### config.mk
export PLATFORM = sky130hd
export DESIGN_NAME = normalized_value_histogram_top
export DESIGN_NICKNAME = d
export VERILOG_FILES = /design/src/rtl/nvh_pkg.sv /design/src/rtl/nvh_ram.sv /design/src/rtl/nvh_div.sv /design/src/rtl/normalized_value_histogram_top.sv
export SDC_FILE = /design/constraint.sdc
export NUM_CORES = 2
export LEC_CHECK = 0
export BUFFER_PORTS_ARGS = -buffer_cell sky130_fd_sc_hd__buf_2
export CORE_MARGIN = 5
export CORE_UTILIZATION = 45
export DETAILED_ROUTE_END_ITERATION = 7
export HOLD_SLACK_MARGIN = 0.12
export PLACE_DENSITY = 0.58
export SLEW_MARGIN = 40
export SYNTH_ARGS = -nofsm -noshare
export SYNTH_HDL_FRONTEND = slang
export SYNTH_SLANG_ARGS = --single-unit
### constraint.sdc
create_clock -name clk -period 8.1 [get_ports clk]
set_input_delay 0.81 -clock clk [delete_from_list [all_inputs] [get_ports clk]]
set_output_delay 0.81 -clock clk [all_outputs]
set_load 0.1 [all_outputs]
### src/rtl/nvh_pkg.sv
// Shared sizes and constants of the normalized value histogram.
package nvh_pkg;

    localparam int BINS      = 64;
    localparam int FRAC_BITS = 16;

    localparam int VALUE_W = 6;
    localparam int IDX_W   = (BINS > 1) ? $clog2(BINS) : 1;
    localparam int CNT_W   = 16;
    localparam int SHARE_W = 17;
    localparam int QUOT_W  = CNT_W + FRAC_BITS;
    localparam int STEP_W  = $clog2(QUOT_W + 1);

    localparam logic [CNT_W-1:0] COUNT_MAX = '1;

endpackage

### src/rtl/nvh_ram.sv
// Generic single-port-write, single-port-read RAM with registered read data.
module nvh_ram #(
    parameter int WIDTH = 16,
    parameter int DEPTH = 64
) (
    input  logic                             clk,
    input  logic                             wr_en,
    input  logic [$clog2(DEPTH)-1:0]         wr_addr,
    input  logic [WIDTH-1:0]                 wr_data,
    input  logic [$clog2(DEPTH)-1:0]         rd_addr,
    output logic [WIDTH-1:0]                 rd_data
);

    logic [WIDTH-1:0] mem [DEPTH];

    always_ff @(posedge clk)
    begin
        if (wr_en)
        begin
            mem[wr_addr] <= wr_data;
        end
        rd_data <= mem[rd_addr];
    end

endmodule

### src/rtl/nvh_div.sv
// Restoring divider that forms floor(count * 2^FRAC_BITS / total), one bit per cycle.
module nvh_div (
    input  logic                          clk,
    input  logic                          rst_n,
    input  logic                          start,
    input  logic [nvh_pkg::CNT_W-1:0]     dividend,
    input  logic [nvh_pkg::CNT_W-1:0]     divisor,
    output logic                          done,
    output logic [nvh_pkg::SHARE_W-1:0]   quot
);

    logic                          busy_reg;
    logic                          done_reg;
    logic [nvh_pkg::STEP_W-1:0]    step_reg;
    logic [nvh_pkg::QUOT_W-1:0]    num_reg;
    logic [nvh_pkg::CNT_W-1:0]     rem_reg;
    logic [nvh_pkg::CNT_W-1:0]     div_reg;
    logic [nvh_pkg::SHARE_W-1:0]   q_reg;
    logic                          zero_reg;

    logic [nvh_pkg::CNT_W:0]       trial;
    logic [nvh_pkg::CNT_W:0]       diff;
    logic                          ge;

    assign trial = {rem_reg, num_reg[nvh_pkg::QUOT_W-1]};
    assign ge    = (trial >= {1'b0, div_reg});
    assign diff  = trial - {1'b0, div_reg};

    always_ff @(posedge clk or negedge rst_n)
    begin
        if (!rst_n)
        begin
            busy_reg <= 1'b0;
            done_reg <= 1'b0;
            step_reg <= '0;
        end
        else
        begin
            done_reg <= 1'b0;
            if (start)
            begin
                busy_reg <= 1'b1;
                step_reg <= nvh_pkg::STEP_W'(nvh_pkg::QUOT_W);
            end
            else if (busy_reg)
            begin
                step_reg <= step_reg - 1'b1;
                if (step_reg == nvh_pkg::STEP_W'(1))
                begin
                    busy_reg <= 1'b0;
                    done_reg <= 1'b1;
                end
            end
        end
    end

    always_ff @(posedge clk)
    begin
        if (start)
        begin
            num_reg  <= {dividend, {nvh_pkg::FRAC_BITS{1'b0}}};
            rem_reg  <= '0;
            div_reg  <= divisor;
            q_reg    <= '0;
            zero_reg <= (divisor == '0);
        end
        else if (busy_reg)
        begin
            num_reg <= {num_reg[nvh_pkg::QUOT_W-2:0], 1'b0};
            rem_reg <= ge ? diff[nvh_pkg::CNT_W-1:0] : trial[nvh_pkg::CNT_W-1:0];
            // Quotient bits above the share width fall off the top.
            q_reg   <= {q_reg[nvh_pkg::SHARE_W-2:0], ge};
        end
    end

    assign done = done_reg;
    assign quot = zero_reg ? '0 : q_reg;

endmodule

### src/rtl/normalized_value_histogram_top.sv
// Top level of the normalized value histogram: bin counting and normalized emission.
//
// The block counts small unsigned values into BINS bins held in a RAM, keeps the
// total and the largest value in registers, and on the item marked last emits one
// transfer per bin from bin 0 up to the largest value, each with the bin count and
// its share floor(count * 2^16 / total). Ordinary items are taken one per cycle:
// a two-stage read-modify-write on the bin RAM, with the last written entry
// forwarded so that back-to-back hits on the same bin count correctly. After the
// last item the input is stalled for the emission: a drain state, then for each
// emitted bin the read, data, divide and output states, the divide state waiting
// on the bit-serial divider that forms each share, and the output state on a
// stalled output. The final bin's transfer may still wait at the output while
// the next set is being loaded. Values of BINS or more go to the top
// bin; counts and the total saturate at 65535. A valid bit per bin stands for the
// cleared RAM, so reset and the end of each set clear every bin at once.
module normalized_value_histogram_top (
    input  logic                          clk,
    input  logic                          rst_n,
    input  logic                          in_valid,
    output logic                          in_stall,
    input  logic [nvh_pkg::VALUE_W-1:0]   value,
    input  logic                          last_value,
    output logic                          out_valid,
    input  logic                          out_stall,
    output logic [nvh_pkg::IDX_W-1:0]     bin_index,
    output logic [nvh_pkg::CNT_W-1:0]     bin_count,
    output logic [nvh_pkg::SHARE_W-1:0]   share,
    output logic                          last_bin
);

    typedef enum logic [2:0] {
        S_LOAD,
        S_DRAIN,
        S_READ,
        S_DATA,
        S_DIV,
        S_OUT
    } state_t;

    state_t                          state_reg;

    // Stage one of the read-modify-write and the forwarding register.
    logic                            s1_valid_reg;
    logic [nvh_pkg::IDX_W-1:0]       s1_idx_reg;
    logic                            fwd_valid_reg;
    logic [nvh_pkg::IDX_W-1:0]       fwd_addr_reg;
    logic [nvh_pkg::CNT_W-1:0]       fwd_data_reg;

    logic [nvh_pkg::CNT_W-1:0]       total_reg;
    logic [nvh_pkg::IDX_W-1:0]       largest_reg;
    logic [nvh_pkg::BINS-1:0]        bin_valid_reg;
    logic [nvh_pkg::IDX_W-1:0]       bin_reg;
    logic [nvh_pkg::CNT_W-1:0]       cnt_reg;

    logic                            out_valid_reg;
    logic [nvh_pkg::IDX_W-1:0]       bin_index_reg;
    logic [nvh_pkg::CNT_W-1:0]       bin_count_reg;
    logic [nvh_pkg::SHARE_W-1:0]     share_reg;
    logic                            last_bin_reg;

    logic                            in_xfer;
    logic                            out_free;
    logic [nvh_pkg::IDX_W-1:0]       in_idx;
    logic [nvh_pkg::IDX_W-1:0]       rd_addr;
    logic [nvh_pkg::CNT_W-1:0]       rd_data;
    logic [nvh_pkg::CNT_W-1:0]       old_cnt;
    logic [nvh_pkg::CNT_W-1:0]       new_cnt;
    logic [nvh_pkg::CNT_W-1:0]       emit_cnt;
    logic                            div_start;
    logic                            div_done;
    logic [nvh_pkg::SHARE_W-1:0]     div_quot;

    assign in_stall = (state_reg != S_LOAD);
    assign in_xfer  = in_valid && !in_stall;
    assign out_free = !out_valid_reg || !out_stall;

    // Values beyond the last bin are folded into it.
    assign in_idx = (int'(value) >= nvh_pkg::BINS) ? nvh_pkg::IDX_W'(nvh_pkg::BINS - 1)
                                                    : nvh_pkg::IDX_W'(value);

    assign rd_addr = (state_reg == S_LOAD) ? in_idx : bin_reg;

    // The RAM returns stale data when the entry was written in the previous cycle,
    // so that write is forwarded. A bin with its valid bit clear reads as zero.
    always_comb
    begin
        if (fwd_valid_reg && (fwd_addr_reg == s1_idx_reg))
        begin
            old_cnt = fwd_data_reg;
        end
        else if (bin_valid_reg[s1_idx_reg])
        begin
            old_cnt = rd_data;
        end
        else
        begin
            old_cnt = '0;
        end
    end

    assign new_cnt   = (old_cnt == nvh_pkg::COUNT_MAX) ? old_cnt : old_cnt + 1'b1;
    assign emit_cnt  = bin_valid_reg[bin_reg] ? rd_data : '0;
    assign div_start = (state_reg == S_DATA);

    nvh_ram #(
        .WIDTH (nvh_pkg::CNT_W),
        .DEPTH (nvh_pkg::BINS)
    ) u_bins (
        .clk     (clk),
        .wr_en   (s1_valid_reg),
        .wr_addr (s1_idx_reg),
        .wr_data (new_cnt),
        .rd_addr (rd_addr),
        .rd_data (rd_data)
    );

    // The divider takes the bin count straight from the RAM read in the cycle
    // that it starts.
    nvh_div u_div (
        .clk      (clk),
        .rst_n    (rst_n),
        .start    (div_start),
        .dividend (emit_cnt),
        .divisor  (total_reg),
        .done     (div_done),
        .quot     (div_quot)
    );

    always_ff @(posedge clk or negedge rst_n)
    begin
        if (!rst_n)
        begin
            state_reg     <= S_LOAD;
            s1_valid_reg  <= 1'b0;
            fwd_valid_reg <= 1'b0;
            total_reg     <= '0;
            largest_reg   <= '0;
            bin_valid_reg <= '0;
            bin_reg       <= '0;
            out_valid_reg <= 1'b0;
        end
        else
        begin
            s1_valid_reg  <= in_xfer;
            fwd_valid_reg <= s1_valid_reg;
            if (s1_valid_reg)
            begin
                bin_valid_reg[s1_idx_reg] <= 1'b1;
            end

            if (out_valid_reg && !out_stall)
            begin
                out_valid_reg <= 1'b0;
            end

            unique case (state_reg)
                S_LOAD:
                begin
                    if (in_xfer)
                    begin
                        if (total_reg != nvh_pkg::COUNT_MAX)
                        begin
                            total_reg <= total_reg + 1'b1;
                        end
                        if (in_idx > largest_reg)
                        begin
                            largest_reg <= in_idx;
                        end
                        if (last_value)
                        begin
                            state_reg <= S_DRAIN;
                        end
                    end
                end
                S_DRAIN:
                begin
                    // The last item writes its bin in this cycle.
                    state_reg <= S_READ;
                end
                S_READ:
                begin
                    state_reg <= S_DATA;
                end
                S_DATA:
                begin
                    state_reg <= S_DIV;
                end
                S_DIV:
                begin
                    if (div_done)
                    begin
                        state_reg <= S_OUT;
                    end
                end
                S_OUT:
                begin
                    if (out_free)
                    begin
                        out_valid_reg <= 1'b1;
                        if (bin_reg == largest_reg)
                        begin
                            total_reg     <= '0;
                            largest_reg   <= '0;
                            bin_valid_reg <= '0;
                            bin_reg       <= '0;
                            state_reg     <= S_LOAD;
                        end
                        else
                        begin
                            bin_reg   <= bin_reg + 1'b1;
                            state_reg <= S_READ;
                        end
                    end
                end
                default:
                begin
                    state_reg <= S_LOAD;
                end
            endcase
        end
    end

    // Payload registers carry no reset.
    always_ff @(posedge clk)
    begin
        s1_idx_reg   <= in_idx;
        fwd_addr_reg <= s1_idx_reg;
        fwd_data_reg <= new_cnt;
        if (state_reg == S_READ)
        begin
            cnt_reg <= '0;
        end
        if (state_reg == S_DATA)
        begin
            cnt_reg <= emit_cnt;
        end
        if ((state_reg == S_OUT) && out_free)
        begin
            bin_index_reg <= bin_reg;
            bin_count_reg <= cnt_reg;
            share_reg     <= div_quot;
            last_bin_reg  <= (bin_reg == largest_reg);
        end
    end

    assign out_valid = out_valid_reg;
    assign bin_index = bin_index_reg;
    assign bin_count = bin_count_reg;
    assign share     = share_reg;
    assign last_bin  = last_bin_reg;

endmodule

### After elaboration in Yosys (flattened, before gate mapping)

Memory sizes are Yosys's and may differ from the RTL's. A register that Yosys moved wholly into a read port is not among the register bits.
Index checks and enable logic that the tools add are counted.

| storage, ports and cells | value |
|---|---|
| register bits after elaboration | 256 |
| output and inout bits | 42 |
| bits in writable memories | 1024 |
| memories kept | 1 |

Memory list:

| name | depth | width | read ports | clocked after memory_dff | wr ports | line | text |
|---|---|---|---|---|---|---|---|
| u_bins.mem | 64 | 16 | 1 | 1 | 1 | nvh_ram.sv:14 | `logic [WIDTH-1:0] mem [DEPTH];` |

| operators by class | value |
|---|---|
| order comparisons | 5 |
| $add $sub $neg | 5 |
| multiplexer cells | 50 |
| reduce and logical (&&, ||, !) cells | 19 |
| bitwise gates (word level) | 1 |
| eq/ne operators | 17 |

Operator list:

| operator | number |
|---|---|
| $mux W64 | 4 |
| $mux W16 | 11 |
| $mux W32 | 2 |
| $or A64 B64 Y64 | 1 |
| $mux W6 | 8 |
| $add A16 B1 Y16 const B | 2 |
| $pmux W16 S2 | 1 |
| $pmux W3 S6 | 1 |
| $ge A17 B16 Y1 | 1 |
| $eq A16 B16 Y1 const B | 1 |
| $logic_not A16 Y1 | 1 |
| $ne A16 B16 Y1 const B | 1 |
| $sub A16 B16 Y16 | 1 |
| $lt A6 B7 Y1 const B | 2 |
| $mux W1 | 14 |
| $bmux W1 S6 | 2 |
| $eq A6 B6 Y1 | 2 |
| $mux W3 | 4 |
| $pmux W6 S2 | 1 |
| $reduce_and A5 Y1 | 2 |
| $ne A2 B2 Y1 const B | 4 |
| $add A6 B1 Y6 const B | 1 |
| $demux W1 S6 | 1 |
| $eq A3 B2 Y1 const B | 2 |
| other kinds (16) | 27 |

### Longest topological paths before layout

| depth | value |
|---|---|
| depth in word-level cells | 9 |
| gate-level depth with buffers | 19 |

### Modules after synthesis

Synthesis repeated with hierarchy kept, for this count alone.

| second synthesis, totals | value |
|---|---|
| cells, all modules | 3026 |
| area total of the unflattened synthesis | 52897.0 um^2 |

Modules (own cells, without submodules):

| module | cells an instance | instances | area an instance (um^2) |
|---|---|---|---|
| nvh_ram | 1829 | 1 | 40042.2 |
| normalized_value_histogram_top | 809 | 1 | 8896.0 |
| nvh_div | 388 | 1 | 3958.8 |

### Worst setup path before layout

No wires, ideal clock.

| timing path | value |
|---|---|
| kind | flip-flop to flip-flop |
| start | reg s1_idx_reg[1] in the netlist's numbering |
| end | mem u_bins.mem[0][4], data pin |
| slack | 1.270 ns |
| stages on the path, launching flop included | 18 |
| arrival | 6.143 ns |
| buffers on the path | 5 |
| cell sequence | dfxtp_1 -> buf_2 -> clkbuf_1 -> buf_2 -> mux2i_1 -> nor2_1 -> a2111oi_1 -> a31oi_1 -> clkbuf_1 -> buf_2 -> a22o_1 -> ha_1 -> and4_1 -> a31o_2 -> a21boi_2 -> nand3_1 -> a221oi_1 -> nor3_1 |

| on the way | value |
|---|---|
| word-level cells in the longest chain between the ends | 6 |

RTL lines:

| what | line | text |
|---|---|---|
| from (decl) | normalized_value_histogram_top.sv:44 | `logic [nvh_pkg::IDX_W-1:0] s1_idx_reg;` |
| from (signal assigned) | normalized_value_histogram_top.sv:226 | `s1_idx_reg <= in_idx;` |
| $bmux W1 S6 | normalized_value_histogram_top.sv:91 | `else if (bin_valid_reg[s1_idx_reg])` |
| $mux W1 (implied by the code) | normalized_value_histogram_top.sv:91 |  |
| $mux W16 | normalized_value_histogram_top.sv:91 |  |
| $mux W16 * | normalized_value_histogram_top.sv:87 | `if (fwd_valid_reg && (fwd_addr_reg == s1_idx_reg))` |
| $add A16 B1 Y16 or $eq A16 B16 Y1 (tied branches) | normalized_value_histogram_top.sv:101 | `assign new_cnt = (old_cnt == nvh_pkg::COUNT_MAX) ? old_cnt : old_cnt + 1'b1;` |
| $mux W16 * | normalized_value_histogram_top.sv:101 |  |
| net new_cnt, one bit | normalized_value_histogram_top.sv:67 | `logic [nvh_pkg::CNT_W-1:0] new_cnt;` |
| to (decl) | nvh_ram.sv:14 |  |

The timed path passes the listed nets; every way through them passes the cells marked *. The select of a mux whose other input is x is not followed.

### Worst setup path after layout

| timing path | value |
|---|---|
| start | reg s1_idx_reg[2] in the netlist's numbering |
| end | mem u_bins.mem[41][5], data pin |

Same word-level chain as after synthesis.

==> results.md <==
- Period minus WS final: 6.06 ns
- Fin util: 52.5%
- Crit-path most repeated cell: buf_4
- Initial antenna violation count: 12
- Power Dens Cells: between 300 and 400 nW/um^2
- Worst reg-to-reg path cell count: 17
- Maximum VDD drop: between 0.3 and 0.4 mV
- Final ANT Viol Nets: 0
- Worst min path class: in2reg
- Syn. warnings: 0
- Final setup fails: 0
- Leak: 20.5 nW
- Sequential cell area fraction in the yosys report: 72.4%
- Gr ovfl total: 0
- Switching portion of total power: 32.2%
- Synth Area in Simple Gates: 5.44%
- Xor and xnor area share after synthesis: 0.641%
- Mapped Cells: 2924
- Most frequent cells in the layout: edfxtp_1, mux4_2, nand2_1
- Top_reg_cell synth: edfxtp_1
- Rel. slew slack: 37.6%
- Die width: about 350 um
- Largest family of logic cells by synthesized area: multiplexers
- Worst Setup End Kind: register
- Max-slew violation count: 0
- NetSw: 6.94 mW
- Max FFs per register: 1024
- Reg-to-Reg Start: s1_idx_reg[2]
- Post-Syn Area per Cell: 17.8 um^2
- Design Power: 21.6 mW
- Cell Area, Synth: 51900 um^2
- FP Rows: 124
- Drt drc: 0
- Reg2Reg Setup Slack: 2.04 ns
- GRT Resource Usage Total: 22.8%
- Vias: 28766
- Core area: 115000 um^2
- Number of synthesized flops with an enable pin: 1113
- Max_cap viols: 0
- CP max stage cell: dfxtp_1
- Clock transition at path regs: ~0.06 ns
- Peak Freq: 165 MHz
- Final Hold Viols: 0
- RD Place Congestion: ~0.89
- Fillers: 9040
- Arrival time worst endpoint: around 6.6 ns
- Vias in the first global route: 28766
- Crit-path max FO: 27
- Hold Crit Depth: 1
- Status: finished clean
- Hold path start: value[4]
- Comb power frac: a little under a third
- Synth-to-layout area growth: 15.9%
- Cell variety after synth: 74
- Number of setup buffers added after CTS: 0
- Critical Path Start Type: register
- CP max stage delay: ~0.85 ns
- RSZ-0062 raised after global routing: no
- CP bufs+invs: 4
- Clock Latency Late Sink: 0.75 ns
- Worst Path Required: 8.65 ns
- First-pass iteration count of the detailed router: 6
- Worst-Margin Slew: roughly 0.93 ns
- Nets: 3125
- Largest net degree at the start of global routing: 99
- Critical-path cell list: buf_4 -> mux4_2 -> mux2i_1 -> nor2_1 -> a2111oi_1 -> a31oi_1 -> buf_4 -> a22o_1 -> ha_1 -> and4_1 -> a31o_2 -> a21boi_2 -> nand3_1 -> nand2_1 -> xor2_4 -> buf_8 -> buf_4
- Hpwl dp: around 83000 um
- Post-Syn Nets: 2964
- Iter 0 DRT Violations: 2859
- Smallest hold slack: 0.271 ns
- Type of the worst setup path: reg2reg
- Layout cell share with drive strength beyond 1: 24.2%
- CP delay by family, top: compound AO/OA/AOI/OAI gates
- Sequential share of power: 40.1%
- Die H: 350 um
- Final wirelength: 139000 um
- TritonCTS clock tree: done
- Synth Area in Adders: 0.713%
- Synthesized flop and latch total: ~1300
- Hold path endpoint: s1_idx_reg[4]
- Clock root buffer master: clkbuf_16
- Wire per inst: 29.5 um
- Port Buffers: 52
- Synth Area in Compound Gates: 6.01%
- Tcrit/Tclk final: 74.9%
- CTS Buf Count: approximately 140
- Sink Count: 1296
- I/O pins: 53
- Initial Utilization: 45.3%
- First-pass GRT wire length: 201000 um
- Die area: 122000 um^2
- Post-synthesis mux area share: 13.1%
- Setup TNS: 0 ns
- Clock power share: between 20% and 30%
- Commonest non-fill, non-tap cell in the layout: edfxtp_1
- RR Endpoint: u_bins.mem[41][5]
- Final Skew: 0.0205 ns
- Internal: 14.6 mW
- FFs w/ async S/R, synth: ~8.2%
- CTS H-tree lvls: 4
- Longest Clk Path Bufs: 3
- Vias per cell: 6.11
layout make-up:
type / instances / area, um^2 / share of cell area [%]
sequential: 1296 / 37600 / 62.5
clock buffer: 176 / 3700 / 6.14
tap: 1512 / 1890 / 3.14
clock inverter: 73 / 835 / 1.39
antenna: 2 / 5.00 / 0.00832
inverter: 45 / 171 / 0.285
timing repair buffer: 187 / 1940 / 3.23
multi-input combinational: 1418 / 14000 / 23.3
power by group through the flow:
stage	sequential [mW]	combinational (mW)	clock (mW)
finish	8.66	6.65	6.28
global route	8.70	7.19	6.70
CTS	8.64	6.71	6.41
detailed placement	8.78	6.70	0
global placement	8.76	6.53	0
floorplan	8.66	4.74	0
repair_timing:
item,4_1_cts,5_1_grt
resized for setup,0,0
endpoints found under the hold margin,3,0
hold buffers,1,0
Yosys cell counts, types with 15 or more instances:
cell type  count  area, um^2
inv_1         45         169
o21ai_0       48         240
ha_1          28         350
buf_2         37         185
mux2i_1       37         370
mux4_2       279        6280
dfxtp_1       77        1540
xnor2_1       23         201
nor2b_1       34         213
nand2_1      200         751
nor2_1       117         439
edfxtp_1    1113       33400
a21oi_1       74         370
a31oi_1       43         269
nand3_1       42         210
a21o_1        19         143
xor2_1        15         131
o21a_1        75         563
dfrtp_1      106        2650
clkbuf_1     110         413
and2_1        72         450
and3_1        32         200
a211oi_1      86         646
a311oi_1      32         280
kinds of logic (layout without fill, tap and decap cells):
group                    after synthesis  in the layout
AO/OA/AOI/OAI                        447            447
XOR/XNOR                              38             38
other                                  0              2
AND/OR/NAND/NOR                      575            575
multiplexers                         329            329
flip-flops                          1296           1296
buffers and inverters                210            481
adder cells (fa/ha/maj)               29             29
layer usage:
layer	track usage, %	wire length, um
met5	0	22
met1	31.7	56400
met4	8.12	4810
met2	36.3	66100
met3	4.51	11500
metrics by stage:
stage / setup WS (ns) / instances / instance area (um^2)
2_1_floorplan: 1.27 / 2924 / 51900
5_1_grt: 1.74 / 4707 / 60200
4_1_cts: 2.01 / 4705 / 60100
3_3_place_gp: 2.10 / 4415 / 54600
6_report: 2.04 / 4709 / 60200
3_5_place_dp: 2.00 / 4455 / 55600
how the worst max path moves through the flow:
| stage | from | to | slack (ns) | cells past startpoint |
|---|---|---|---|---|
| final | s1_idx_reg[2] | u_bins.mem[41][5] | 2.04 | 17 |
| after global routing | s1_idx_reg[2] | u_bins.mem[36][9] | 1.74 | 16 |
| after CTS | s1_idx_reg[0] | u_bins.mem[26][9] | 2.01 | 16 |
| after detailed placement | s1_idx_reg[0] | u_bins.mem[13][9] | 2.00 | 16 |
| after global placement | s1_idx_reg[0] | u_bins.mem[46][5] | 2.10 | 16 |
| after floorplan | s1_idx_reg[1] | u_bins.mem[0][4] | 1.27 | 17 |
Note: power is estimated with default switching activity, not from simulation.
